`src/hw/rtl/ile_pkg.sv`:
```
package ile_pkg;

    // Field widths of the command and result transactions.
    localparam int OPCODE_W = 3;
    localparam int VALUE_W  = 16;
    localparam int POS_W    = 6;
    localparam int LENGTH_W = 7;
    localparam int STATUS_W = 2;

    typedef logic [OPCODE_W-1:0] t_opcode;
    typedef logic [STATUS_W-1:0] t_status;
    typedef logic [1:0]          t_mode;

    localparam t_opcode OP_PUSH_BACK  = 3'd0;
    localparam t_opcode OP_POP_BACK   = 3'd1;
    localparam t_opcode OP_PUSH_FRONT = 3'd2;
    localparam t_opcode OP_POP_FRONT  = 3'd3;
    localparam t_opcode OP_INSERT     = 3'd4;
    localparam t_opcode OP_REMOVE     = 3'd5;
    localparam t_opcode OP_READ       = 3'd6;

    localparam t_status ST_OK        = 2'd0;
    localparam t_status ST_BAD_INDEX = 2'd1;
    localparam t_status ST_FULL      = 2'd2;
    localparam t_status ST_EMPTY     = 2'd3;

    // What the row of cells does at a clock edge.
    localparam t_mode MODE_HOLD = 2'd0;
    localparam t_mode MODE_INS  = 2'd1;
    localparam t_mode MODE_DEL  = 2'd2;
    localparam t_mode MODE_READ = 2'd3;

endpackage

```
`src/hw/rtl/ile_cell.sv`:
```
module ile_cell #(
    parameter int IDX_W    = 6,
    parameter int DATA_W   = 16,
    parameter int CELL_IDX = 0
) (
    input  logic                 i_clk,
    input  ile_pkg::t_mode       i_mode,
    input  logic [IDX_W-1:0]     i_idx,
    input  logic [DATA_W-1:0]    i_value,
    input  logic [DATA_W-1:0]    i_left,
    input  logic [DATA_W-1:0]    i_right,
    output logic [DATA_W-1:0]    o_data,
    output logic [DATA_W-1:0]    o_tap
);
    import ile_pkg::*;

    localparam logic [IDX_W-1:0] MY_IDX = IDX_W'(CELL_IDX);

    logic [DATA_W-1:0] r_data;
    logic [DATA_W-1:0] n_data;
    logic              at_idx;
    logic              above_idx;

    assign at_idx    = (i_idx == MY_IDX);
    assign above_idx = (MY_IDX > i_idx);

    always_comb begin
        n_data = r_data;
        unique case (i_mode)
            MODE_INS: begin
                // Cells above the gap move one place toward the back.
                if (above_idx) begin
                    n_data = i_left;
                end else if (at_idx) begin
                    n_data = i_value;
                end
            end
            MODE_DEL: begin
                if (above_idx || at_idx) begin
                    n_data = i_right;
                end
            end
            default: begin
                n_data = r_data;
            end
        endcase
    end

    always_ff @(posedge i_clk) begin
        r_data <= n_data;
    end

    assign o_data = r_data;
    assign o_tap  = at_idx ? r_data : '0;

endmodule

```
`src/hw/rtl/indexed_list_engine_core.sv`:
```
// Channel   Direction  Handshake                 Payload
// command   in         start high, busy low      i_opcode, i_value, i_position
// result    out        o_strobe, one cycle       o_read_value, o_length, o_status
//
// One transaction is taken in every cycle; busy stays low.
// Each command completes in the cycle it is accepted: every cell of the row
// shifts or holds at that clock edge, and the result is registered for the next cycle.
// Reset empties the list; the element cells themselves are not cleared.
// The receiver cannot stall, so each result is shown for exactly one cycle.
module indexed_list_engine_core #(
    parameter int CAPACITY   = 64,
    parameter int DATA_WIDTH = 16
) (
    input  logic                      i_clk,
    input  logic                      i_rst_n,
    input  logic                      start,
    output logic                      busy,
    input  ile_pkg::t_opcode          i_opcode,
    input  logic [ile_pkg::VALUE_W-1:0]  i_value,
    input  logic [ile_pkg::POS_W-1:0]    i_position,
    output logic                      o_strobe,
    output logic [ile_pkg::VALUE_W-1:0]  o_read_value,
    output logic [ile_pkg::LENGTH_W-1:0] o_length,
    output ile_pkg::t_status          o_status
);
    import ile_pkg::*;

    localparam int IW = $clog2(CAPACITY);
    localparam int CW = $clog2(CAPACITY + 1);
    localparam int MW = (CW > POS_W) ? CW : POS_W;

    logic [CW-1:0]         r_count;
    logic [CW-1:0]         n_count;
    logic                  r_strobe;
    logic [VALUE_W-1:0]    r_read_value;
    logic [LENGTH_W-1:0]   r_length;
    t_status               r_status;

    logic                  accept;
    logic                  full;
    logic                  empty;
    logic                  valid;
    logic [MW-1:0]         pos_m;
    logic [MW-1:0]         count_m;
    logic [MW-1:0]         pos_inc;
    logic [CW-1:0]         count_dec;
    t_mode                 mode;
    t_mode                 cell_mode;
    logic [IW-1:0]         idx;
    t_status               status;
    logic [DATA_WIDTH-1:0] value_w;
    logic [DATA_WIDTH-1:0] tap_or;
    logic [VALUE_W-1:0]    rd;

    logic [DATA_WIDTH-1:0] cell_data [CAPACITY];
    logic [DATA_WIDTH-1:0] cell_tap  [CAPACITY];

    assign busy    = 1'b0;
    assign accept  = start && !busy;
    assign full    = (r_count == CW'(CAPACITY));
    assign empty   = (r_count == '0);
    assign pos_m   = MW'(i_position);
    assign count_m = MW'(r_count);
    assign valid   = (pos_m < count_m);
    assign pos_inc = pos_m + MW'(1);
    assign count_dec = r_count - CW'(1);
    assign value_w = DATA_WIDTH'(i_value);

    // Command decode: pick what the row does and where.
    always_comb begin
        status  = ST_OK;
        mode    = MODE_HOLD;
        idx     = '0;
        n_count = r_count;
        unique case (i_opcode)
            OP_PUSH_BACK: begin
                if (full) begin
                    status = ST_FULL;
                end else begin
                    mode    = MODE_INS;
                    idx     = r_count[IW-1:0];
                    n_count = r_count + CW'(1);
                end
            end
            OP_POP_BACK: begin
                if (empty) begin
                    status = ST_EMPTY;
                end else begin
                    mode    = MODE_DEL;
                    idx     = count_dec[IW-1:0];
                    n_count = count_dec;
                end
            end
            OP_PUSH_FRONT: begin
                if (full) begin
                    status = ST_FULL;
                end else begin
                    mode    = MODE_INS;
                    n_count = r_count + CW'(1);
                end
            end
            OP_POP_FRONT: begin
                if (empty) begin
                    status = ST_EMPTY;
                end else begin
                    mode    = MODE_DEL;
                    n_count = count_dec;
                end
            end
            OP_INSERT: begin
                if (!valid) begin
                    status = ST_BAD_INDEX;
                end else if (full) begin
                    status = ST_FULL;
                end else begin
                    // A non-zero index places the value after that element.
                    mode    = MODE_INS;
                    idx     = (pos_m == '0) ? '0 : pos_inc[IW-1:0];
                    n_count = r_count + CW'(1);
                end
            end
            OP_REMOVE: begin
                if (!valid) begin
                    status = ST_BAD_INDEX;
                end else begin
                    mode    = MODE_DEL;
                    idx     = pos_m[IW-1:0];
                    n_count = count_dec;
                end
            end
            OP_READ: begin
                if (!valid) begin
                    status = ST_BAD_INDEX;
                end else begin
                    mode = MODE_READ;
                    idx  = pos_m[IW-1:0];
                end
            end
            default: begin
                status = ST_OK;
            end
        endcase
    end

    assign cell_mode = accept ? mode : MODE_HOLD;

    genvar g;
    generate
        for (g = 0; g < CAPACITY; g++) begin : g_cell
            logic [DATA_WIDTH-1:0] left_data;
            logic [DATA_WIDTH-1:0] right_data;
            if (g == 0) begin : g_first
                assign left_data = '0;
            end else begin : g_mid_l
                assign left_data = cell_data[g-1];
            end
            if (g == CAPACITY - 1) begin : g_last
                assign right_data = '0;
            end else begin : g_mid_r
                assign right_data = cell_data[g+1];
            end
            ile_cell #(
                .IDX_W    (IW),
                .DATA_W   (DATA_WIDTH),
                .CELL_IDX (g)
            ) u_cell (
                .i_clk   (i_clk),
                .i_mode  (cell_mode),
                .i_idx   (idx),
                .i_value (value_w),
                .i_left  (left_data),
                .i_right (right_data),
                .o_data  (cell_data[g]),
                .o_tap   (cell_tap[g])
            );
        end
    endgenerate

    // Only the addressed cell drives a non-zero tap.
    always_comb begin
        tap_or = '0;
        for (int k = 0; k < CAPACITY; k++) begin
            tap_or = tap_or | cell_tap[k];
        end
    end

    assign rd = (mode == MODE_DEL || mode == MODE_READ) ? VALUE_W'(tap_or) : '0;

    always_ff @(posedge i_clk) begin
        if (!i_rst_n) begin
            r_count  <= '0;
            r_strobe <= 1'b0;
        end else begin
            r_strobe <= accept;
            if (accept) begin
                r_count <= n_count;
            end
        end
    end

    always_ff @(posedge i_clk) begin
        if (accept) begin
            r_read_value <= rd;
            r_length     <= LENGTH_W'(n_count);
            r_status     <= status;
        end
    end

    assign o_strobe     = r_strobe;
    assign o_read_value = r_read_value;
    assign o_length     = r_length;
    assign o_status     = r_status;

    a_count_bound: assert property (@(posedge i_clk) disable iff (!i_rst_n)
        r_count <= CW'(CAPACITY))
        else $error("element count exceeds capacity");

    a_strobe_src: assert property (@(posedge i_clk) disable iff (!i_rst_n)
        o_strobe |-> $past(start))
        else $error("result without an accepted transaction");

    a_fail_keeps_len: assert property (@(posedge i_clk) disable iff (!i_rst_n)
        (o_strobe && o_status != ST_OK) |-> (o_length == LENGTH_W'($past(r_count))))
        else $error("failed command changed the list length");

    a_fail_zero_data: assert property (@(posedge i_clk) disable iff (!i_rst_n)
        (o_strobe && o_status != ST_OK) |-> (o_read_value == '0))
        else $error("failed command returned data");

    a_len_step: assert property (@(posedge i_clk) disable iff (!i_rst_n)
        o_strobe |-> (o_length == LENGTH_W'($past(r_count))
                   || o_length == LENGTH_W'($past(r_count)) + LENGTH_W'(1)
                   || o_length == LENGTH_W'($past(r_count)) - LENGTH_W'(1)))
        else $error("list length moved by more than one");

endmodule
```
`config.mk`:
```
export PLATFORM = sky130hd
export DESIGN_NAME = indexed_list_engine_core
export DESIGN_NICKNAME = d
export VERILOG_FILES = /design/src/hw/rtl/ile_pkg.sv /design/src/hw/rtl/ile_cell.sv /design/src/hw/rtl/indexed_list_engine_core.sv
export SDC_FILE = /design/constraint.sdc
export NUM_CORES = 2
export LEC_CHECK = 0
export BUFFER_PORTS_ARGS = -buffer_cell sky130_fd_sc_hd__buf_4
export CAP_MARGIN = 10
export CORE_MARGIN = 1
export CORE_UTILIZATION = 35
export DETAILED_ROUTE_END_ITERATION = 7
export PLACE_DENSITY_LB_ADDON = 0.08
export SLEW_MARGIN = 25
export SYNTH_ARGS = -nofsm -noshare
export SYNTH_HDL_FRONTEND = slang
export SYNTH_SLANG_ARGS = --single-unit
```
`constraint.sdc`:
```
create_clock -name i_clk -period 6.5 [get_ports i_clk]
set_input_delay 0.65 -clock i_clk [delete_from_list [all_inputs] [get_ports i_clk]]
set_output_delay 0.65 -clock i_clk [all_outputs]
set_load 0.05 [all_outputs]
```
==> run_results.csv <==
group,metric,value,unit
sta,worst_pin_slew,1.29,ns
logic_synthesis,yosysWarnings,0,
cells_and_area,nFillCells,17300,
routing,drc,7,
grt,antenna_found_initial,125,
sta,period_share,101,%
sta,period_minus_slack,6.54,ns
run,maxCapViolations,0,
sta,maxSlewViolCount,0,
hold_path,hold_path.class,"in -> reg",
setup_path,reg2reg_from,"count_m[0]",
die,initial_core_util,35.3,%
routing,first_pass_iters,8,
setup_path,critPathCapture,"o_read_value[10]",
setup_path,required,7.02,ns
grt,grt_usage,51.8,%
sta,hold_viol,0,
die,fp-row-count,154,
sta,fin_worst_skew,0.0389,ns
run_status,failed_checks,"design-rule violations, negative setup slack",
logic_synthesis,synth_seq_cells,1057,
power,leakagePower,26.1,nW
cts,root_buffer,"clkbuf_16",
placed_design,dpl_cell_area,67800,um^2
logic_synthesis,synth_top_cell_by_area,"edfxtp_1",
logic_synthesis,synth.cell_area,62400,um^2
grt,grt-ovfl-total,0,
run_status,status,"complete, but fails checks",
die,core,176000,um^2
power,peakVddDrop,231,uV
die,dieArea,180000,um^2
logic_synthesis,synthesis.instances,6039,
setup_path,cp-start-kind,"flip-flop",
setup_path,reg2reg_depth,16,
grt,grt_start_max_net_pins,278,
routing,ant_nets,0,
logic_synthesis,ys_async_sr_fraction,0,%
die,dieWidth,424,um
cells_and_area,final_area,72000,um^2
routing,drt-total-wl,478,mm
sta,setup_viol,1,
cts,htree_levels,4,
cells_and_area,layout-drive-gt1-share,15.0,%
routing,vias,61000,
placed_design,globalplace.congestion,1.16,
die,pin_count,55,
setup_path,crit_start,"count_m[0]",
routing,wl_per_cell,55.3,um
cells_and_area,layout.nets,6174,
cts,cts_tree,"yes",
die,die_h,424,um
setup_path,worst_setup_path_end_kind,"flip-flop",
routing,drt_iter0_markers,11900,
grt,grt_pass1_wl,598,mm
setup_path,critical_path_arrival,7.07,ns
cts,cts.sinks,1057,
setup_path,r2r-end,"o_read_value[10]",
grt,grt_pass1_vias,53500,
sta,timing.fmax,153,MHz
logic_synthesis,synth-main-ff-cell,"edfxtp_1",
cts,clk_latency,0.85,ns
placed_design,io_buffers,53,
logic_synthesis,synth_edf_count,1049,
logic_synthesis,synth-seq-area-share,50.8,%
sta,rsz0062_at_grt,"no",
setup_path,critical_path_peak_fanout,10,
logic_synthesis,synthDistinctLibCells,99,
sta,layout_setup_ws,-0.0443,ns
cells_and_area,final_util,40.8,%
cts,cts_buffers,131,
logic_synthesis,syn_avg_cell_area,10.3,um^2
logic_synthesis,synth_nets,6080,
routing,via_per_inst,7.07,
placed_design,post-dp-hpwl,374,mm
logic_synthesis,synth_top_cells_by_area,"edfxtp_1 51%, mux2i_1 16%, o21ai_0 7.9%",
cts,clockBufferDepth,3,
cells_and_area,area_growth,15.5,%
cts,clk_pin_slew,0.06,ns
power,power_density,350,nW/um^2
logic_synthesis,synth_top_cell_area_share,50.5,%
setup_path,worst-setup-path-type,"reg -> reg",
setup_path,rrSetupSlack,-0.04,ns
sta,relSlewSlack,11.7,%
cts,postCtsHoldBufs,0,
## registers in the layout, summed over array words and instances (netlist names)
| register | flops |
|---|---|
| g_cell.u_cell.o_data | 1024 |
| o_read_value | 16 |
| count_m | 7 |
| o_length | 7 |
| o_status | 2 |
| o_strobe | 1 |
## worst min-delay path by stage
| stage | from | endpoint | depth (start not counted) |
|---|---|---|---|
| 2_1_floorplan | g_cell[63].u_cell.o_data[5] | g_cell[62].u_cell.o_data[5] | 2 |
| 3_3_place_gp | g_cell[63].u_cell.o_data[12] | g_cell[62].u_cell.o_data[12] | 2 |
| 3_5_place_dp | g_cell[63].u_cell.o_data[15] | g_cell[62].u_cell.o_data[15] | 2 |
| 4_1_cts | i_rst_n | count_m[6] | 2 |
| 5_1_grt | i_rst_n | count_m[4] | 2 |
| 6_report | i_rst_n | count_m[6] | 2 |
## kinds of logic after synthesis
group | share of synthesized area, %
compound gates | 16.3
simple gates | 11.7
flops | 50.8
mux | 16.7
buf+inv | 4.19
fa+ha+maj | 0.261
xor+xnor | 0.0702
other cells | 0.00601
## cell usage in the layout (no fill, tap or decap), types with 36 or more instances in the layout
master     count
nand3_1       58
a22oi_1      292
a21oi_1       36
mux2i_1     1008
nor3_1        54
clkbuf_16    133
nand2_1     1139
diode_2       61
o21ai_0      979
buf_4        496
and3_1        54
nand4_1       54
a22o_1        50
edfxtp_1    1049
a221oi_1      41
nor2_1        90
nor3_2        41
clkinv_1      36
a21oi_2       42
## area by class of cell
type,count,area (um^2),share of cell area [%]
Multi-Input combinational cell,4381,28700,39.9
Clock inverter,71,531,0.737
Clock buffer,160,3430,4.76
Timing Repair Buffer,536,4480,6.22
Inverter,26,97.6,0.136
Tap cell,2340,2930,4.07
Sequential cell,1057,31700,44.0
Antenna cell,61,153,0.212
## metrics by stage
| stage | cells | TNS, ns | power (mW) | hold WS, ns | setup WS [ns] |
|---|---|---|---|---|---|
| 6_report | 8632 | -0.0443 | 25.2 | 0.0917 | -0.0443 |
| 5_1_grt | 8576 | 0 | 25.3 | 0.0798 | 0.115 |
| 4_1_cts | 8567 | 0 | 24.6 | 0.0570 | 0.0456 |
| 3_5_place_dp | 8336 | 0 | 17.6 | 0.559 | 0.0444 |
| 3_3_place_gp | 8331 | -0.459 | 17.6 | 0.558 | -0.421 |
| 2_1_floorplan | 6039 | 0 | 13.1 | 0.524 | 1.16 |
## report_power, final
group / switching, mW / total, mW / internal, mW / leakage (nW)
logic: 4.00 / 5.82 / 1.82 / 14.2
clock network: 3.29 / 7.11 / 3.83 / 1.91
registers: 3.07 / 12.3 / 9.24 / 9.97
total: 10.4 / 25.2 / 14.9 / 26.1
## cell usage after synthesis (36+ instances only)
cell type	n
edfxtp_1	1049
nor2_1	113
nor3_1	86
a221oi_1	42
buf_4	39
o21ai_1	36
a21oi_1	69
clkbuf_1	365
a22o_1	50
nand4_1	54
buf_2	105
buf_1	55
mux2i_1	1008
and3_1	54
nand2_1	1140
o21ai_0	980
a22oi_1	292
nand3_1	58
## repair_timing
action | in CTS | in global routing
gates cloned | 0 | 0
pin swaps | 0 | 1
buffers inserted | 0 | 1
resized for setup | 1 | 5
endpoints found under the setup margin | 1 | 3
## routing by layer
layer  global-route usage (%)  vias up  part of all wire (%)
li1                         -    23000                     -
met4                     42.3       58                   9.5
met5                        0        -                  0.11
met3                     18.7     1366                    13
met1                     64.9    31100                    37
met2                     70.8     5592                    40
## critical path, cell delays in order, from the launching register on
cell and delay, ns:
dfxtp_1 0.40, inv_1 0.21, ha_1 0.41, nor4b_4 0.44
buf_4 0.22, a21oi_2 0.10, a32oi_1 0.64, nand2_1 0.19
nand2_1 0.41, buf_4 0.32, nor3_2 0.11, buf_4 0.22
buf_4 0.22, a222oi_1 1.08, nand2_1 0.42, nor4_2 0.59
a41oi_1 0.25
Power figures use the tool's default switching activity.
